===== src/afrp_pkg.sv =====
package afrp_pkg;

  // widths fixed by the register map and the word format
  localparam int RATE_W    = 18;
  localparam int SPAN_W    = 30;
  localparam int LEAD_W    = 15;
  localparam int RING_W    = 24;
  localparam int TIME_W    = 64;
  localparam int POS_W     = 32;
  localparam int REM_W     = 30;
  localparam int CFG_W     = 30;
  localparam int CFG_IDX_W = 2;

  // dt * rate + remainder stays below 2^49, so the quotient by 1e9 fits 20 bits
  localparam int ACC_W  = 49;
  localparam int Q_W    = 20;

  localparam logic [ACC_W-1:0] NS_PER_SEC = ACC_W'(64'd1000000000);

  // quotient estimate: (acc >> 18) * floor(2^50 / 1e9) >> 32, at most one short of the
  // true quotient
  localparam int              RECIP_SH    = 18;
  localparam int              RECIP_Q_LSB = 32;
  localparam logic [20:0]     RECIP_M     = 21'd1125899;

  // shared multiplier operand widths
  localparam int MUL_A_W = 32;
  localparam int MUL_B_W = 30;
  localparam int MUL_P_W = 62;

  localparam int MAX_CHUNKS = 64;
  localparam int CNT_W      = $clog2(MAX_CHUNKS);

  localparam int CHUNK_FRAMES_DEF = 512;

  localparam logic [RATE_W-1:0] RATE_RST = RATE_W'(48000);
  localparam logic [SPAN_W-1:0] SPAN_RST = SPAN_W'(20000000);
  localparam logic [LEAD_W-1:0] LEAD_RST = LEAD_W'(24000);
  localparam logic [RING_W-1:0] RING_RST = RING_W'(16384);

  typedef enum logic [1:0] {
    OP_TICK    = 2'd0,
    OP_START   = 2'd1,
    OP_STOP    = 2'd2,
    OP_PREPARE = 2'd3
  } op_t;

  typedef enum logic [CFG_IDX_W-1:0] {
    REG_SAMPLE_RATE = 2'd0,
    REG_CATCHUP     = 2'd1,
    REG_LEAD_LIMIT  = 2'd2,
    REG_RING_FRAMES = 2'd3
  } cfg_reg_t;

  typedef enum logic [2:0] {
    S_IDLE,
    S_MUL,
    S_RECIP,
    S_BACK,
    S_DIV,
    S_CLAMP,
    S_EMIT
  } state_t;

endpackage


===== src/audio_frame_release_pacer.sv =====
// start, stop, prepare and stopped ticks go straight to the emit state and load their single word there
// running tick: rate multiply, reciprocal estimate of the quotient by 1e9, back-multiply,
//   compare-subtract fix-up of the estimate, clamp, then the first word is loaded, then
//   one chunk word per cycle while out_ready holds
// throughput: one event at a time; next event taken once the last word is in the output register
// reset: synchronous active-low rst_n clears pacing state and loads register defaults
module audio_frame_release_pacer
  import afrp_pkg::*;
#(
  parameter int CHUNK_FRAMES = CHUNK_FRAMES_DEF,
  localparam int LEN_W = $clog2(CHUNK_FRAMES + 1)
) (
  input  logic              clk,
  input  logic              rst_n,

  input  logic              cfg_we,
  input  logic [CFG_IDX_W-1:0] cfg_index,
  input  logic [CFG_W-1:0]  cfg_data,

  input  logic              in_valid,
  output logic              in_ready,
  input  logic [1:0]        in_op,
  input  logic [TIME_W-1:0] in_now_ns,
  input  logic [POS_W-1:0]  in_app_pos,
  input  logic              in_is_draining,

  output logic              out_valid,
  input  logic              out_ready,
  output logic [RING_W-1:0] out_chunk_offset,
  output logic [LEN_W-1:0]  out_chunk_len,
  output logic [POS_W-1:0]  out_play_pos,
  output logic              out_underrun,
  output logic              out_last
);

  state_t state_r, state_nxt;

  logic [RATE_W-1:0] rate_r;
  logic [SPAN_W-1:0] span_r;
  logic [LEAD_W-1:0] lead_r;
  logic [RING_W-1:0] ring_r;

  logic [TIME_W-1:0] last_time_r;
  logic [REM_W-1:0]  remainder_r;
  logic [POS_W-1:0]  play_count_r;
  logic [RING_W-1:0] ring_off_r;
  logic              underrun_r;
  logic              running_r;

  logic [SPAN_W-1:0] dt_r;
  logic [POS_W-1:0]  app_r;
  logic              drain_r;
  logic [ACC_W-1:0]  acc_r;
  logic [Q_W-1:0]    q_r;
  logic [LEAD_W-1:0] want_r;
  logic [CNT_W-1:0]  n_r;

  logic              out_valid_r;
  logic [RING_W-1:0] out_off_r;
  logic [LEN_W-1:0]  out_len_r;
  logic [POS_W-1:0]  out_pos_r;
  logic              out_und_r;
  logic              out_last_r;

  logic in_fire, load_ok;

  // elapsed time with backwards steps and the catch-up span folded in
  logic [TIME_W-1:0] diff;
  logic [SPAN_W-1:0] dt_sel;

  // shared multiplier: rate product, quotient estimate and back-multiply by 1e9
  logic [MUL_A_W-1:0] mul_a;
  logic [MUL_B_W-1:0] mul_b;
  logic [MUL_P_W-1:0] mul_p;

  // shared compare-subtract step
  logic              div_ge;
  logic [ACC_W-1:0]  div_sub;

  // clamp of the due count
  logic [LEAD_W-1:0] want_clamp;
  logic [POS_W-1:0]  avail;
  logic              short;

  // chunk cutting
  logic [RING_W-1:0] ring_eff, off_eff, space;
  logic [LEN_W-1:0]  chunk0, chunk;
  logic              wraps;
  logic [LEAD_W-1:0] want_left;
  logic              chunk_last;

  assign in_fire  = in_valid && in_ready;
  assign load_ok  = !out_valid_r || out_ready;

  assign diff   = in_now_ns - last_time_r;
  assign dt_sel = (in_now_ns <= last_time_r) ? '0 :
                  (diff > TIME_W'(span_r))   ? span_r : diff[SPAN_W-1:0];

  always_comb begin
    mul_a = MUL_A_W'(dt_r);
    mul_b = MUL_B_W'(rate_r);
    unique case (state_r)
      S_RECIP: begin
        mul_a = MUL_A_W'(acc_r[ACC_W-1:RECIP_SH]);
        mul_b = MUL_B_W'(RECIP_M);
      end
      S_BACK: begin
        mul_a = MUL_A_W'(q_r);
        mul_b = MUL_B_W'(NS_PER_SEC);
      end
      default: ;
    endcase
  end

  assign mul_p = MUL_P_W'(mul_a) * MUL_P_W'(mul_b);

  assign div_ge  = (acc_r >= NS_PER_SEC);
  assign div_sub = acc_r - NS_PER_SEC;

  assign want_clamp = (q_r > Q_W'(lead_r)) ? lead_r : LEAD_W'(q_r);
  assign avail      = app_r - play_count_r;
  assign short      = (q_r != '0) && (avail < POS_W'(want_clamp));

  assign ring_eff  = (ring_r == '0) ? RING_W'(1) : ring_r;
  assign off_eff   = (ring_off_r >= ring_eff) ? '0 : ring_off_r;
  assign space     = ring_eff - off_eff;
  assign chunk0    = (want_r > LEAD_W'(CHUNK_FRAMES)) ? LEN_W'(CHUNK_FRAMES) : LEN_W'(want_r);
  assign wraps     = (RING_W'(chunk0) >= space);
  assign chunk     = wraps ? LEN_W'(space) : chunk0;
  assign want_left = want_r - LEAD_W'(chunk);
  assign chunk_last = (want_left == '0) || (n_r == CNT_W'(MAX_CHUNKS - 1));

  // next state
  always_comb begin
    state_nxt = state_r;
    unique case (state_r)
      S_IDLE: begin
        if (in_fire) begin
          if (op_t'(in_op) == OP_TICK && running_r) state_nxt = S_MUL;
          else state_nxt = S_EMIT;
        end
      end
      S_MUL:   state_nxt = S_RECIP;
      S_RECIP: state_nxt = S_BACK;
      S_BACK:  state_nxt = S_DIV;
      S_DIV:   if (!div_ge) state_nxt = S_CLAMP;
      S_CLAMP: state_nxt = S_EMIT;
      S_EMIT: begin
        if (load_ok && (want_r == '0 || chunk_last)) state_nxt = S_IDLE;
      end
      default: state_nxt = S_IDLE;
    endcase
  end

  // outputs
  always_comb begin
    in_ready = (state_r == S_IDLE);
  end

  assign out_valid        = out_valid_r;
  assign out_chunk_offset = out_off_r;
  assign out_chunk_len    = out_len_r;
  assign out_play_pos     = out_pos_r;
  assign out_underrun     = out_und_r;
  assign out_last         = out_last_r;

  always_ff @(posedge clk) begin
    if (!rst_n) begin
      state_r <= S_IDLE;
    end else begin
      state_r <= state_nxt;
    end
  end

  always_ff @(posedge clk) begin
    if (!rst_n) begin
      rate_r <= RATE_RST;
      span_r <= SPAN_RST;
      lead_r <= LEAD_RST;
      ring_r <= RING_RST;
    end else if (cfg_we) begin
      unique case (cfg_reg_t'(cfg_index))
        REG_SAMPLE_RATE: rate_r <= cfg_data[RATE_W-1:0];
        REG_CATCHUP:     span_r <= cfg_data[SPAN_W-1:0];
        REG_LEAD_LIMIT:  lead_r <= cfg_data[LEAD_W-1:0];
        REG_RING_FRAMES: ring_r <= cfg_data[RING_W-1:0];
        default: ;
      endcase
    end
  end

  always_ff @(posedge clk) begin
    if (!rst_n) begin
      last_time_r  <= '0;
      remainder_r  <= '0;
      play_count_r <= '0;
      ring_off_r   <= '0;
      underrun_r   <= 1'b0;
      running_r    <= 1'b0;
      want_r       <= '0;
      n_r          <= '0;
      out_valid_r  <= 1'b0;
    end else begin
      // in the emit state the output register is only touched by the load below
      if (out_ready && state_r != S_EMIT) out_valid_r <= 1'b0;
      unique case (state_r)
        S_IDLE: begin
          if (in_fire) begin
            want_r <= '0;
            n_r    <= '0;
            unique case (op_t'(in_op))
              OP_START: begin
                last_time_r <= in_now_ns;
                remainder_r <= '0;
                running_r   <= 1'b1;
              end
              OP_STOP: running_r <= 1'b0;
              OP_PREPARE: begin
                play_count_r <= '0;
                ring_off_r   <= '0;
                remainder_r  <= '0;
                underrun_r   <= 1'b0;
                running_r    <= 1'b0;
                last_time_r  <= in_now_ns;
              end
              OP_TICK: begin
                last_time_r <= in_now_ns;
                dt_r        <= dt_sel;
                app_r       <= in_app_pos;
                drain_r     <= in_is_draining;
              end
              default: ;
            endcase
          end
        end
        S_MUL: begin
          acc_r <= mul_p[ACC_W-1:0] + ACC_W'(remainder_r);
        end
        S_RECIP: begin
          q_r <= mul_p[RECIP_Q_LSB +: Q_W];
        end
        S_BACK: begin
          acc_r <= acc_r - mul_p[ACC_W-1:0];
        end
        S_DIV: begin
          // estimate can be one short, fix it up against 1e9
          if (div_ge) begin
            acc_r <= div_sub;
            q_r   <= q_r + Q_W'(1);
          end
        end
        S_CLAMP: begin
          remainder_r <= acc_r[REM_W-1:0];
          if (q_r == '0) begin
            want_r <= '0;
          end else if (short) begin
            want_r <= avail[LEAD_W-1:0];
            if (!drain_r) underrun_r <= 1'b1;
          end else begin
            want_r <= want_clamp;
          end
        end
        S_EMIT: begin
          if (load_ok) begin
            out_valid_r <= 1'b1;
            out_und_r   <= underrun_r;
            if (want_r == '0) begin
              out_off_r  <= ring_off_r;
              out_len_r  <= '0;
              out_pos_r  <= play_count_r;
              out_last_r <= 1'b1;
            end else begin
              out_off_r    <= off_eff;
              out_len_r    <= chunk;
              out_pos_r    <= play_count_r + POS_W'(chunk);
              out_last_r   <= chunk_last;
              play_count_r <= play_count_r + POS_W'(chunk);
              ring_off_r   <= wraps ? '0 : off_eff + RING_W'(chunk);
              want_r       <= want_left;
              n_r          <= n_r + CNT_W'(1);
            end
          end
        end
        default: ;
      endcase
    end
  end

  // an empty word always closes its event
  a_empty_is_last: assert property (@(posedge clk) disable iff (!rst_n)
    out_valid && out_chunk_len == '0 |-> out_last)
    else $error("zero-length word without last");

  a_chunk_bound: assert property (@(posedge clk) disable iff (!rst_n)
    out_valid |-> out_chunk_len <= LEN_W'(CHUNK_FRAMES))
    else $error("chunk longer than packet size");

  // release position follows every chunk that is loaded
  a_pos_advance: assert property (@(posedge clk) disable iff (!rst_n)
    state_r == S_EMIT && load_ok && want_r != '0
      |=> out_play_pos == play_count_r && out_chunk_len != '0)
    else $error("release position out of step with chunk");

  // the divider never leaves a remainder of 1e9 or more
  a_rem_bound: assert property (@(posedge clk) disable iff (!rst_n)
    state_r == S_CLAMP |-> acc_r < NS_PER_SEC)
    else $error("divide remainder out of range");

endmodule

===== config.mk =====
export PLATFORM = sky130hd
export DESIGN_NAME = audio_frame_release_pacer
export DESIGN_NICKNAME = d
export VERILOG_FILES = /design/src/afrp_pkg.sv /design/src/audio_frame_release_pacer.sv
export SDC_FILE = /design/constraint.sdc
export NUM_CORES = 2
export LEC_CHECK = 0
export ABC_CLOCK_PERIOD_IN_PS = 29000
export BUFFER_PORTS_ARGS = -buffer_cell sky130_fd_sc_hd__buf_2
export CAP_MARGIN = 5
export CORE_ASPECT_RATIO = 0.6
export CORE_MARGIN = 2
export CORE_UTILIZATION = 41
export CTS_CLUSTER_DIAMETER = 40
export DETAILED_ROUTE_END_ITERATION = 10
export PLACE_DENSITY = 0.56
export RECOVER_POWER = 25
export SLEW_MARGIN = 25
export SYNTH_ARGS = -nofsm -noshare
export SYNTH_HDL_FRONTEND = slang
export SYNTH_SLANG_ARGS = --single-unit

===== constraint.sdc =====
create_clock -name clk -period 29 [get_ports clk]
set_input_delay 0 -clock clk [delete_from_list [all_inputs] [get_ports clk]]
set_output_delay 0 -clock clk [all_outputs]
set_load 0.01 [all_outputs]

# After elaboration in Yosys (flattened, before gate mapping)
# Index checks and enable logic that the tools add are counted.
op_classes:
  addsub: 11
  multipliers: 1
  magnitude_cmp: 8
  eq_ne: 25
  muxes: 52
  n_reduce_logical: 43
ops:
  columns: ["operator", "count"]
  rows:
  - ["24-bit two-way mux", 8]
  - ["49-bit case mux with 3 select lines", 1]
  - ["32-bit two-way mux", 4]
  - ["30-bit case mux with 2 select lines", 2]
  - ["15-bit two-way mux", 6]
  - ["30-bit two-way mux", 3]
  - ["64-bit by 30-bit > comparator with 1-bit output", 1]
  - ["64-bit <= comparator", 1]
  - ["32-bit case mux with 2 select lines", 1]
  - ["64-bit subtractor", 1]
  - ["31-bit case mux with 2 select lines", 1]
  - ["32-bit by 30-bit multiplier with 52-bit output", 1]
  - ["49-bit by 30-bit adder with 49-bit output", 1]
  - ["49-bit by 30-bit greater-or-equal comparator with 1-bit output, second input constant", 1]
  - ["49-bit two-way mux", 1]
  - ["49-bit by 30-bit subtractor with 49-bit output, second input constant", 1]
  - ["49-bit subtractor", 1]
  - ["24-bit case mux with 2 select lines", 1]
  - ["15-bit case mux with 3 select lines", 1]
  - ["20-bit case mux with 2 select lines", 1]
  - ["32-bit by 10-bit adder with 32-bit output", 1]
  - ["32-bit by 15-bit < comparator with 1-bit output", 1]
  - ["32-bit subtractor", 1]
  - ["15-bit logical NOT", 2]
  - ["other kinds (43)", 97]
word_totals:
  reg_bits: 464
  wordCells: 164

# Longest topological paths before layout
depth:
  word_depth: 14
  ltp_mapped: 54
  depth_no_buf: 49

# Worst setup path before layout
# No wires, ideal clock.
synth_timing:
  kind: "register to register"
  startpoint: "register state_r[2]"
  endpoint: "register acc_r[45] (data pin)"
  setup_time_ns: 0.269
  arrival_time_ns: 10.666
  slack_ns: 18.064
  path_stages_with_launch: 43
  n_path_buf: 6
  period_less_slack_ns: 10.936
  path_cell_list: "dfxtp_1 -> clkbuf_1 -> nand2b_1 -> clkbuf_1 -> clkbuf_1 -> buf_1 -> a21o_1 -> clkbuf_1 -> nand2_1 -> fa_1 -> inv_1 -> fa_1 -> fa_1 -> inv_1 -> fa_1 -> inv_1 -> fa_1 -> inv_1 -> [... 7 more ...] -> o21ai_0 -> o31ai_4 -> nand2_1 -> o21ai_0 -> a21oi_1 -> nor2_1 -> o21a_1 -> o311a_1 -> ha_1 -> clkbuf_1 -> nand4_1 -> o311ai_0 -> o22ai_1 -> nor4b_1 -> nand3_1 -> o31a_1 -> o21ai_0 -> o211ai_1"
synth_between:
  elab_chain_len: 5
  elab_cells_between_ends: 10
  classes_between: "add/sub (2); mul (1); eq/ne (4); mux (3)"
synth_rtl:
  columns: ["element", "line_no", "text"]
  rows:
  - ["start, declared", "audio_frame_release_pacer.sv:36", "state_t state_r, state_nxt;"]
  - ["start signal, assigned", "audio_frame_release_pacer.sv:171", "state_r <= state_nxt;"]
  - ["3-bit by 2-bit == test with 1-bit output, on equally long branches", "audio_frame_release_pacer.sv:102, audio_frame_release_pacer.sv:206", null]
  - ["31-bit case mux with 2 select lines / 30-bit case mux with 2 select lines (equally long branches)", "audio_frame_release_pacer.sv:102", "unique case (state_r)"]
  - ["32-bit by 30-bit multiplier with 52-bit output", "audio_frame_release_pacer.sv:115", "assign mul_p = MUL_P_W'(mul_a) * MUL_P_W'(mul_b);"]
  - ["49-bit subtractor / 49-bit by 30-bit adder with 49-bit output (equally long branches)", "audio_frame_release_pacer.sv:243, audio_frame_release_pacer.sv:237", null]
  - ["49-bit case mux with 3 select lines (*)", "audio_frame_release_pacer.sv:206", "unique case (state_r)"]
  - ["end signal, assigned", "audio_frame_release_pacer.sv:237", "acc_r <= mul_p[ACC_W-1:0] + ACC_W'(remainder_r);"]
  - ["end signal, assigned", "audio_frame_release_pacer.sv:243", "acc_r <= acc_r - mul_p[ACC_W-1:0];"]
  - ["end signal, assigned", "audio_frame_release_pacer.sv:248", "acc_r <= div_sub;"]
  - ["end, declared", "audio_frame_release_pacer.sv:53", "logic [ACC_W-1:0] acc_r;"]
# Mark *: on every way between the ends. The rest lies on a longest branch, timed or not.
# A chain may end at the register's enable or synchronous reset.

# Worst setup path after layout
# Ends and elaborated chain as after synthesis.

==> results_dict.tcl <==
set metrics [dict create \
    syn_avg_cell_area_um2 8.29 \
    final_layout_size_suffix_gt1_share_pct 5.60 \
    slowest_stage "buf_4" \
    drt_pass1_iterations 8 \
    post-route-period-util_pct 45.7 \
    die_w_um 500 \
    synthCells 7288 \
    busiest_layer "met1" \
    gr-total-overflow 0 \
    gr-usage-met3_pct 10.5 \
    path_common_cell "fa_1" \
    pre_cts_slack_ns 15.66 \
    max_freq_mhz 75.4 \
    synth_area_leaders "fa_1 22%, ha_1 12%, edfxtp_1 9.9%" \
    nets 8947 \
    required_ns 29.40 \
    cts_htree_levels 3 \
    yosys.area.top_type "fa_1" \
    grtUsageMet2_pct 37.0 \
    routedWlPerCell_um 23.9 \
    cts.sinks 464 \
    synth_seq_cells 464 \
    io_buffers 205 \
    hp-class "in -> reg" \
    vias_per_cell 5.65 \
    grtUsageTotal_pct 30.2 \
    worst_pin_slew_ns 3.70 \
    tns_ns 0 \
    whs_ns 0.0518 \
    drc 0 \
    grt_util_met1_pct 49.2 \
    die_h_um 301 \
    numCtsBuffers 70 \
    status "finished, violations left" \
    coreArea_um2 147000 \
    finClkSkew_ns 0.0746 \
    crit_fanout 84 \
    final_area_um2 67900 \
    cts_root_buffer "clkbuf_16" \
    cpPeakStageDelay_ns 0.82 \
    setup_viol 0 \
    cp-start-kind "flop" \
    fin_ws_ns 15.74 \
    synth_flop_cell "dfxtp_1" \
    cp-end-kind "flop" \
    crit_type "reg -> reg" \
    initial_core_util_pct 41.2 \
    netlist_area_um2 60400 \
    min_path_cells 2 \
    gp_congestion 0.998 \
    drt_iter0_markers 6014 \
    ios 206 \
    slew_viol_final 122 \
    yosysSeqAreaShare_pct 18.7 \
    period_needed_ns 13.26 \
    synth_async_sr_flop_share_pct 0 \
    routed_wl_um 228000 \
    dp_hpwl_um 186000 \
    antenna_found_initial 7 \
    violations "capacitance limit, slew limit" \
    yosysUniqueCellTypes 92 \
    dieArea_um2 151000 \
    maxCapViolCount 2 \
    grt_pass1_vias 51297 \
    ant_nets 0 \
    worst_ep_arrival_time_ns 13.66 \
    clock_latency_ns 0.70 \
    reg2regPathDepth 39 \
    yosysMostFrequentCell "inv_1" \
    clk_pin_slew_ns 0.06 \
    ys.warnings.count 0 \
    maxSlewHeadroom_pct -148 \
    num_vias 54014 \
    placementRows 109 \
    clockBufferDepth 3 \
    rsz0062_at_grt "no" \
    ctsResizeCount 0 \
    syn_to_final_growth_pct 12.3 \
    synth_edf_count 200 \
    hold_viol_final 0 \
    placed_cell_area_um2 63700 \
    cts_tree "built" \
    grt_max_degree 91 \
    grt_pass1_wl_um 340000 \
    ys_top_cells_by_count "1129 x inv_1, 950 x nand2_1, 668 x fa_1, 591 x ha_1, 524 x a21oi_1" \
    synth_top_cell_area_share_pct 22.1 \
]
-- final timing paths --
check	slack (ns)	end	start
worst max-delay path	15.74	acc_r[45]$_DFFE_PP_	state_r[2]$_SDFFE_PN0P_
worst min-delay path	0.05	app_r[3]$_DFFE_PP_	in_app_pos[3]
worst max register to register	15.74	acc_r[45]$_DFFE_PP_	state_r[2]$_SDFFE_PN0P_
worst min register to register	0.45	last_time_r[15]$_SDFFE_PN0P_	last_time_r[15]$_SDFFE_PN0P_
-- cell families after synthesis --
| group | count (synthesis) | synth area share (%) |
|---|---|---|
| and+or+nand+nor | 2250 | 16.9 |
| AOI/OAI and AO/OA | 1496 | 15.6 |
| other | 2 | 0.0124 |
| xor gates and xnor gates | 304 | 4.40 |
| adders and majority gates | 1259 | 34.4 |
| buffers and inverters | 1456 | 9.08 |
| DFF | 464 | 18.7 |
| muxes | 57 | 0.948 |
-- metrics by stage --
step,util [%],instances
final,46.3,9555
after detailed placement,43.4,9259
after CTS,46.3,9550
after global placement,43.4,9259
after global routing,46.2,9553
after floorplan,-,7337
-- placed cells by master (no fill, tap or decap), types with 60 or more instances in the layout --
cell type and instances:
xnor2_1 163, nand4_1 82, nand2_1 950, nor3_1 111
clkbuf_16 70, a22oi_1 70, and3_1 77, buf_4 99
dfxtp_1 264, nor2_1 497, nand3_1 188, edfxtp_1 200
a21oi_1 518, xor2_1 141, ha_1 591, a21o_1 155
fa_1 668, clkbuf_1 86, buf_2 127, o21ai_0 272
nand2b_1 60, inv_1 1128, dlygate4sd3_1 161
-- state kept, by name, summed over array words and instances (netlist names), 15 cells and up --
| name | cells |
|---|---|
| acc_r | 49 |
| app_r | 32 |
| dt_r | 30 |
| last_time_r | 64 |
| lead_r | 15 |
| out_chunk_offset | 24 |
| out_play_pos | 32 |
| play_count_r | 32 |
| q_r | 20 |
| rate_r | 18 |
| remainder_r | 30 |
| ring_off_r | 24 |
| ring_r | 24 |
| span_r | 30 |
| want_r | 15 |
-- critical path, delay by kind of cell, from the launching register on --
kind                     cells  cell delay [ns]
buffers and inverters        8             2.08
AO/OA/AOI/OAI               13             3.17
adder cells (fa/ha/maj)     10             5.01
flip-flops                   1             0.52
AND/OR/NAND/NOR              8             2.10
-- area by class of cell --
cell class / instances / area, um2
Antenna cell: 3 / 7.51
Clock buffer: 83 / 1870
Timing Repair Buffer: 469 / 3340
Clock inverter: 47 / 672
Multi-Input combinational cell: 5417 / 44000
Sequential cell: 464 / 11300
Fill cell: 14539 / 78900
Inverter: 1130 / 4240
Tap cell: 1942 / 2430
-- metal layers --
metal | part of all wire (%) | vias to the layer above
li1 | - | 24823
met1 | 51 | 26516
met2 | 35 | 2473
met3 | 13 | 192
met4 | 1.6 | 10
met5 | 0.026 | -
-- timing repair --
action | CTS | global route
hold buffers | 161 | 0
setup endpoints to repair | 0 | 0
setup buffers | 0 | 0
hold endpoints to repair | 202 | 0
Power is not shown: default switching activity piles up to over one toggle a cycle in this logic, so the estimate is an artifact.
